$ cat config.mk
export PLATFORM = sky130hd
export DESIGN_NAME = lcis_cell
export DESIGN_NICKNAME = d
export VERILOG_FILES = /design/src/rtl/lstm_cell_inference_step_defines.svh /design/src/rtl/lcis_pkg.sv /design/src/rtl/lcis_cell.sv
export SDC_FILE = /design/constraint.sdc
export NUM_CORES = 1
export LEC_CHECK = 0
export BUFFER_PORTS_ARGS = -buffer_cell sky130_fd_sc_hd__buf_2
export CORE_AREA = 4 4 90 92
export CTS_BUF_LIST = sky130_fd_sc_hd__clkbuf_16
export CTS_CLUSTER_SIZE = 8
export DETAILED_ROUTE_END_ITERATION = 6
export DIE_AREA = 0 0 94 96
export HOLD_SLACK_MARGIN = 0.03
export PLACE_DENSITY = 0.69
export SYNTH_ARGS = -nofsm -noshare
export SYNTH_HDL_FRONTEND = slang
export SYNTH_SLANG_ARGS = --single-unit
$ cat constraint.sdc
create_clock -name clk -period 1.03 [get_ports clk]
set_clock_uncertainty 0.2 [all_clocks]
set_input_delay 0.1545 -clock clk [delete_from_list [all_inputs] [get_ports clk]]
set_output_delay 0.1545 -clock clk [all_outputs]
set_load 0.05 [all_outputs]
$ cat src/rtl/lstm_cell_inference_step_defines.svh
// Assertion macros shared by the LSTM cell step block.
`ifndef LSTM_CELL_INFERENCE_STEP_DEFINES_SVH
`define LSTM_CELL_INFERENCE_STEP_DEFINES_SVH
// Same-cycle implication, checked on every clock edge outside reset.
`define LCIS_ASSERT_NOW(label, ante, cons, msg) \
	label: assert property (@(posedge clk) disable iff (!arst_n) (ante) |-> (cons)) \
		else $error(msg);
// Next-cycle implication, checked on every clock edge outside reset.
`define LCIS_ASSERT_NEXT(label, ante, cons, msg) \
	label: assert property (@(posedge clk) disable iff (!arst_n) (ante) |=> (cons)) \
		else $error(msg);
`endif

$ cat src/rtl/lcis_pkg.sv
// Types, codes and fixed-point helpers for the LSTM cell step block.
package lcis_pkg;

	localparam int ACC_W = 40;

	typedef enum logic [1:0] {
		REQ_WRITE = 2'd0,
		REQ_DATA  = 2'd1,
		REQ_CLEAR = 2'd2
	} req_type_t;

	typedef struct packed {
		logic [1:0]         req_type;
		logic [12:0]        weight_index;
		logic signed [15:0] weight_value;
		logic signed [15:0] x_value;
		logic               x_last;
	} in_word_t;

	typedef struct packed {
		logic signed [15:0] y_value;
		logic [3:0]         y_position;
		logic               y_last;
	} out_word_t;

	// State carried by one cell along the chain
	typedef struct packed {
		logic signed [15:0] h;
		logic signed [15:0] c;
		logic signed [15:0] hn;
		logic signed [15:0] cn;
	} cell_word_t;

	typedef struct packed {
		logic clear;
		logic commit;
		logic shift;
	} cell_ctl_t;

	// Round to nearest (floor of sum plus half) and saturate to Q4.12
	function automatic logic signed [15:0] to_q12(input logic signed [ACC_W-1:0] v);
		logic signed [ACC_W-1:0] t;
		logic signed [ACC_W-1:0] s;
		t = v + ACC_W'(2048);
		s = t >>> 12;
		if (s > $signed(ACC_W'(32767)))
			to_q12 = 16'sh7fff;
		else if (s < -$signed(ACC_W'(32768)))
			to_q12 = 16'sh8000;
		else
			to_q12 = s[15:0];
	endfunction

	// Piecewise-linear sigmoid, result 0..4096
	function automatic logic signed [13:0] sigmoid_q(input logic signed [16:0] x);
		logic signed [17:0] xe;
		logic [17:0]        a;
		logic [12:0]        s;
		xe = {x[16], x};
		a  = x[16] ? 18'(-xe) : 18'(xe);
		if (a >= 18'd20480)
			s = 13'd4096;
		else if (a >= 18'd9728)
			s = 13'(a >> 5) + 13'd3456;
		else if (a >= 18'd4096)
			s = 13'(a >> 3) + 13'd2560;
		else
			s = 13'(a >> 2) + 13'd2048;
		sigmoid_q = x[16] ? (14'sd4096 - $signed({1'b0, s})) : $signed({1'b0, s});
	endfunction

	// tanh(x) = 2*sigmoid(2x) - 1, result -4096..4096
	function automatic logic signed [13:0] tanh_q(input logic signed [15:0] x);
		logic signed [13:0] s;
		s = sigmoid_q({x, 1'b0});
		tanh_q = (s <<< 1) - 14'sd4096;
	endfunction

endpackage

$ cat src/rtl/lcis_cell.sv
// One state cell of the hidden/cell state ring.
module lcis_cell import lcis_pkg::*; (
	input  logic       clk,
	input  logic       arst_n,
	input  cell_ctl_t  ctl,
	input  cell_word_t nxt,
	output cell_word_t cur
);

	cell_word_t word_q;

	// Hold, clear, commit new state or take the neighbor's word
	always_ff @(posedge clk or negedge arst_n) begin
		if (!arst_n) begin
			word_q <= '0;
		end else if (ctl.clear) begin
			word_q.h <= '0;
			word_q.c <= '0;
		end else if (ctl.commit) begin
			word_q.h <= word_q.hn;
			word_q.c <= word_q.cn;
		end else if (ctl.shift) begin
			word_q <= nxt;
		end
	end

	assign cur = word_q;

endmodule

After elaboration in Yosys (flattened, before gate mapping)
Index checks and enable logic that the tools add are counted.
{"block": "word_totals", "rom_bits": 0, "inputBits": 69, "mem_count": 0, "regBits": 64, "latch_bits": 0, "ramBits": 0, "out_inout_bits": 64}
{"block": "classes", "n_shift": 0, "n_lt_le_gt_ge": 0, "n_addsub": 0, "mul": 0, "n_bitwise": 2, "reduce_logical": 2, "n_div": 0, "n_mux": 3, "n_eq_ne": 0}
{"cell": "32-bit two-way mux", "count": 2}
{"cell": "64-bit two-way mux", "count": 1}
{"cell": "3-bit AND reduction", "count": 1}
{"cell": "3-bit nonzero test", "count": 1}
{"cell": "1-bit inverter", "count": 2}

Depth between registers and ports, before layout
Gate-level depths: netlist of run 1.
{"block": "depth", "word_depth": 3, "ltp_mapped": 4, "depth_no_buf": 2}

Least setup slack after synthesis of run 1
OpenSTA, ideal clock, no wires.
{"block": "synth_timing", "kind": "input to register", "startpoint": "input port ctl[2] (netlist bit)", "endpoint": "register word_q (netlist bit cur[0])", "path_slack_ns": -0.400, "n_path_buf": 2, "stages": 4, "arrival_time_ns": 1.105, "setup_ns": 0.125, "cell_sequence": "clkbuf_2 -> nor3b_4 -> buf_6 -> mux2_2"}
{"block": "synth_via", "elab_chain_len": 2}
{"item": "start: declaration", "line": "lcis_cell.sv:5", "source": "input cell_ctl_t ctl,"}
{"item": "1-bit inverter (no line)"}
{"item": "3-bit AND reduction (no line)"}
{"item": "end signal: assignment", "line": "lcis_cell.sv:23", "source": "word_q <= nxt;"}
{"item": "end: declaration", "line": "lcis_cell.sv:10", "source": "cell_word_t word_q;"}
No other way between the ends.
A chain may end at the register's enable or synchronous reset.

Final worst setup path of run 1
{"block": "layout_timing", "startpoint": "register word_q (netlist bit cur[2])", "endpoint": "output port cur[2] (netlist bit)"}
{"item": "end: declaration", "line": "lcis_cell.sv:7", "source": "output cell_word_t cur"}
No word-level cell between the ends.

==> results of run 1 <==
## per-stage QoR
| stage | instances | setup WS, ps | power [mW] | setup TNS, ps |
|---|---|---|---|---|
| after floorplan | 211 | -368 | 5.00 | -16090 |
| after global placement | 433 | -402 | 5.69 | -23750 |
| after detailed placement | 433 | -472 | 5.73 | -26230 |
| after CTS | 493 | -234 | 9.82 | -17310 |
| after global routing | 495 | -263 | 10.6 | -20020 |
| final | 495 | -236 | 10.2 | -17100 |
## what timing repair did
action,in CTS,in global routing
pin swaps,10,19
resized for setup,199,90
endpoints found under the setup margin,128,125
cloned,4,1
hold endpoints to repair,127,49
buffers inserted,35,17
## layout make-up
cell class / count / share of cell area
clock inverters: 7 / 0.0100
inverters: 1 / 0.000701
repair buffers: 186 / 0.336
multi-input cells: 129 / 0.280
clock buffers: 9 / 0.0421
well taps: 99 / 0.0231
flip-flops and latches: 64 / 0.308
## power by group through the flow
stage | combinational (mW) | sequential (mW) | clock, mW
after floorplan | 0.567 | 4.43 | 0
after global placement | 2.51 | 3.19 | 0
after detailed placement | 2.54 | 3.19 | 0
after CTS | 3.71 | 3.23 | 2.88
after global routing | 4.24 | 3.32 | 3.02
final | 4.07 | 3.27 | 2.86
## layer usage
metal	vias up	track usage	wire length, µm
met1	1238	0.239	3580
met2	95	0.371	5230
met4	0	0.0939	229
li1	1124	-	-
met5	-	0	0
met3	18	0.0469	597
## kinds of logic (layout without fill, tap and decap cells)
group,Yosys count,count (layout),share of synthesized area
mux,64,64,0.239
flops,64,64,0.562
simple gates,33,33,0.0769
compound gates,32,32,0.0844
buf+inv,18,203,0.0373
## placed cells by master (no fill, tap or decap), drive strengths merged
| master | synthesis | final |
|---|---|---|
| a211oi | 32 | 32 |
| mux2 | 32 | 32 |
| buf | 7 | 180 |
| dlygate4sd3 | 0 | 4 |
| clkinv | 0 | 5 |
| dlymetal6s4s | 0 | 1 |
| mux2i | 32 | 32 |
| nor2b | 32 | 32 |
| dfrtp | 64 | 64 |
| inv | 1 | 2 |
| bufinv | 0 | 1 |
| nor3b | 1 | 1 |
| clkbuf | 10 | 10 |
## synth_stat cells (all sizes together)
cell type,number,share of area
inv,1,0.0013
clkbuf,10,0.014
nor3b,1,0.0066
nor2b,32,0.070
a211oi,32,0.084
buf,7,0.022
dfrtp,64,0.56
mux2i,32,0.11
mux2,32,0.13
## how the worst min path moves through the flow
stage | startpoint | endpoint | slack [ps] | cells past startpoint
2_1_floorplan | arst_n | cur[0] | -340 | 0
3_3_place_gp | arst_n | cur[27] | -8 | 2
3_5_place_dp | arst_n | cur[27] | -6 | 2
4_1_cts | nxt[3] | cur[3] | -150 | 2
5_1_grt | nxt[3] | cur[3] | -150 | 2
6_report | nxt[8] | cur[8] | -140 | 2
==> flow_summary.yaml, run 1 <==
run_status:
  outcome: "finished, violations left"
  failed_checks: "hold timing, setup timing"
floorplan:
  die_w_um: 94
  dieArea_um2: 9020
  num_io_pins: 133
  initial_core_util: 0.395
  fp-row-count: 31
  core_area_um2: 7210
  fp.dieH_um: 96
critical_path:
  worstRegToRegCells: 2
  startpoint_type: "flop"
  required_ps: 680
  r2r_end: "cur[30]"
  rrSetupSlack_ps: -120
  worstPathMaxFanout: 2
  worstReg2RegStart: "cur[30]"
  cp_num_cells: 1
  path_class: "flop to output pin"
  critPathTopFamily: "flip-flops"
  crit_start: "cur[2]"
  critPathCaptureType: "output pin"
  cp.buffers_inverters: 1
  critical-path-max-stage-delay_ps: 420
  worstSetupEndpoint: "cur[2]"
  cp.arrival_ps: 910
  cp_slowest_cell: "dfrtp_1"
  crit_chain: "buf_6"
synthesis:
  yosysUniqueCellTypes: 12
  yosys_warnings: 0
  syn_area_um2: 2850
  ys_seq_area_frac: 0.562
  synth_seq_cells: 64
  synth_cells: 211
  syn_avg_cell_area_um2: 13.5
  syn-num-nets: 280
detailed_routing:
  drtPass1Iterations: 4
  drtAntennaViolNets: 0
  drt-total-wl_um: 9640
  avgRoutedWirePerCell_um: 19.5
  drc: 0
  viasPerCell: 5.00
  drt_iter0_markers: 75
  num_vias: 2475
clock_tree:
  insertion_delay_ps: 320
  tritoncts: "done"
  numCtsBuffers: 9
  cts_root_buf: "clkbuf_16"
  cts_htree_levels: 3
  ctsHoldBuffers: 5
  cts_max_path_buffers: 2
  clock_sinks: 64
  clk_pin_slew_ps: 50
layout:
  nNetsFinal: 460
  fillerInstances: 469
  final-seq-area_um2: 1650
  drive_above_1_share: 0.770
  syn2layout_area_growth_pct: 88.0
  stdcell_area_um2: 5360
  antennaDiodeCount: 0
  largest_reg_flops: 64
  final_util: 0.742
  multi_input_area_um2: 1500
timing:
  fin_crit_ps: 1270
  fin_ws_ps: -236
  setup_violations: 113
  relSlewSlack: 0.683
  grt_setup_unrepaired: "yes"
  timing.fmax_ghz: 0.790
  fin_crit_sh: 1.23
  worstMarginPinSlew_ps: 476
  hold_violations: 44
  drv_slew: 0
  fin_hold_ws_ps: -139
power_and_ir_drop:
  p_clk_frac: 0.280
  p_leak_nw: 2.52
  p_sw_mw: 3.55
  p_sw_frac: 0.348
  ir_drop_uv: 987
  p_comb_frac: 0.399
  power.density_nw_per_um2: 1900
  power.internal_mw: 6.65
  p_seq_frac: 0.321
flow_run:
  maxCapViolations: 0
grt:
  grt_pass1_wl_um: 14100
  grt-ovfl-total: 0
  grt_pass1_vias: 2767
  grt_use_total: 0.208
  grt_max_degree: 65
  antenna_found_initial: 0
placement:
  placed_cell_area_um2: 3690
  gp_congestion: 0.743
  numPortBuffers: 132
  dp_hpwl_um: 5130
worst_hold_path:
  holdCritPathClass: "primary input to flop"
No activity file was read; power rests on OpenSTA's default activity.
==> inputs of run 2 (changes only) <==
- PLACE_DENSITY: 0.69 -> 0.67
==> run 2 against run 1 <==
  * The flow still finishes with violations (hold timing, setup timing)
  * Power down 3.2%
  * Sequential power about the same
  * Register-to-register slack worse by 90 ps
  * Combinational power down 1%
  * Cell count down 1.0%
  * Clock power down 9.8%
  * Final area down 2.4%
  * First-iteration DRC count up 31%
  * Via count down 3.2%
  * Largest cell class unchanged
  * Largest power group unchanged
  * Highest routed layer unchanged
==> flow_summary.yaml, run 2 (same netlist as run 1, synthesis figures left out) <==
timing:
  timing.fmax_ghz: 0.796
  grt_setup_unrepaired: "yes"
  tns_ps: -16860
  relSlewSlack: 0.691
  fin_crit_ps: 1260
  fin_ws_ps: -226
  fin_crit_sh: 1.22
  worstMarginPinSlew_ps: 463
  hold_violations: 39
  setup_violations: 112
  fin_hold_ws_ps: -135
  drv_slew: 0
layout:
  largest_reg_flops: 64
  stdcell_area_um2: 5230
  final_util: 0.724
  drive_above_1_share: 0.767
  final_cells: 490
  most-common-layout-cells: "buf_6, buf_2, dfrtp_2"
  nNetsFinal: 455
  multi_input_area_um2: 1480
  antennaDiodeCount: 0
  final-seq-area_um2: 1650
  syn2layout_area_growth_pct: 83.5
  fillerInstances: 499
  final_common_cell: "buf_6"
placement:
  numPortBuffers: 132
  gp_congestion: 0.743
  dp_hpwl_um: 5020
  dp.cells: 432
  placed_cell_area_um2: 3670
flow_run:
  maxCapViolations: 0
power_and_ir_drop:
  p_leak_nw: 2.48
  ir_drop_uv: 1110
  p_seq_frac: 0.330
  power.density_nw_per_um2: 1890
  power.internal_mw: 6.36
  p_clk_frac: 0.262
  p_sw_mw: 3.51
  p_sw_frac: 0.356
  p_comb_frac: 0.409
clock_tree:
  cts_htree_levels: 3
  cts_max_path_buffers: 2
  insertion_delay_ps: 320
  numCtsBuffers: 9
  cts_root_buf: "clkbuf_16"
  clock_sinks: 64
  ctsHoldBuffers: 2
  tritoncts: "done"
  clk_pin_slew_ps: 50
worst_hold_path:
  holdPathStages: 2
  holdCritPathClass: "primary input to flop"
  hold_path_end: "cur[29]"
  hp-start: "nxt[29]"
critical_path:
  critPathTopFamily: "flip-flops"
  worstRegToRegCells: 3
  crit_start: "cur[2]"
  worstPathMaxFanout: 2
  cp.arrival_ps: 900
  cp_slowest_cell: "dfrtp_1"
  critPathCaptureType: "output pin"
  path_class: "flop to output pin"
  crit_chain: "buf_6"
  cp.buffers_inverters: 1
  startpoint_type: "flop"
  rrSetupSlack_ps: -210
  r2r_end: "cur[15]"
  critical-path-max-stage-delay_ps: 420
  required_ps: 680
  worstReg2RegStart: "cur[15]"
grt:
  grt_pass1_wl_um: 13400
  grt_max_degree: 65
  grt_pass1_vias: 2586
  antenna_found_initial: 0
  grt_use_total: 0.197
  grt-ovfl-total: 0
floorplan:
  die_w_um: 94
  fp-row-count: 31
  num_io_pins: 133
  fp.dieH_um: 96
  initial_core_util: 0.395
  dieArea_um2: 9020
  core_area_um2: 7210
detailed_routing:
  drc: 0
  drtPass1Iterations: 4
  drt-total-wl_um: 9420
  num_vias: 2395
  viasPerCell: 4.89
  drt_iter0_markers: 98
  avgRoutedWirePerCell_um: 19.2
  drtAntennaViolNets: 0
run_status:
  outcome: "finished, violations left"
  failed_checks: "hold timing, setup timing"
## run 2: cell types whose count changed in the layout (fill, tap and decap cells not counted), sizes merged
cell / change
clkinv: -3
inv: +4
dlygate4sd3: -2
dlymetal6s4s: -1
buf: -2
bufinv: -1
## run 2: layout make-up
class / instances / area share
Timing Repair Buffer: 181 / 0.329
Sequential cell: 64 / 0.316
Multi-Input combinational cell: 129 / 0.283
Clock buffer: 9 / 0.0431
Tap cell: 99 / 0.0237
Clock inverter: 7 / 0.00527
Inverter: 1 / 0.000718
## run 2: per-stage QoR
step | worst slack [ps] | total power [mW]
after floorplan | -368 | 5.00
after global placement | -396 | 5.69
after detailed placement | -413 | 5.73
after CTS | -233 | 9.39
after global routing | -256 | 10.2
final | -226 | 9.87
## run 2: power by group through the flow
stage / clock [mW] / sequential (mW) / combinational, mW
final: 2.58 / 3.25 / 4.03
after global routing: 2.75 / 3.29 / 4.20
after CTS: 2.61 / 3.22 / 3.57
after detailed placement: 0 / 3.19 / 2.53
after global placement: 0 / 3.18 / 2.51
after floorplan: 0 / 4.43 / 0.567
## run 2: worst max path at each step
stage | to | cells past startpoint | slack, ps
final | cur[2] | 1 | -230
after floorplan | cur[0] | 4 | -370
after detailed placement | cur[16] | 4 | -410
after CTS | cur[31] | 1 | -230
after global placement | cur[26] | 4 | -400
after global routing | cur[13] | 1 | -260
## run 2: what timing repair did
| item | CTS | global route |
|---|---|---|
| pin swaps | 3 | 25 |
| gates resized for setup | 175 | 101 |
| setup endpoints to repair | 128 | 128 |
| gates cloned | 2 | 1 |
| endpoints found under the hold margin | 127 | 44 |
| setup buffers | 30 | 17 |
## run 2: per-layer routing
metal	GRT usage	part of all wire	vias up
met4	0.0710	0.013	0
met3	0.0438	0.057	10
met5	0	0	-
met2	0.334	0.52	90
met1	0.248	0.40	1185
li1	-	-	1110
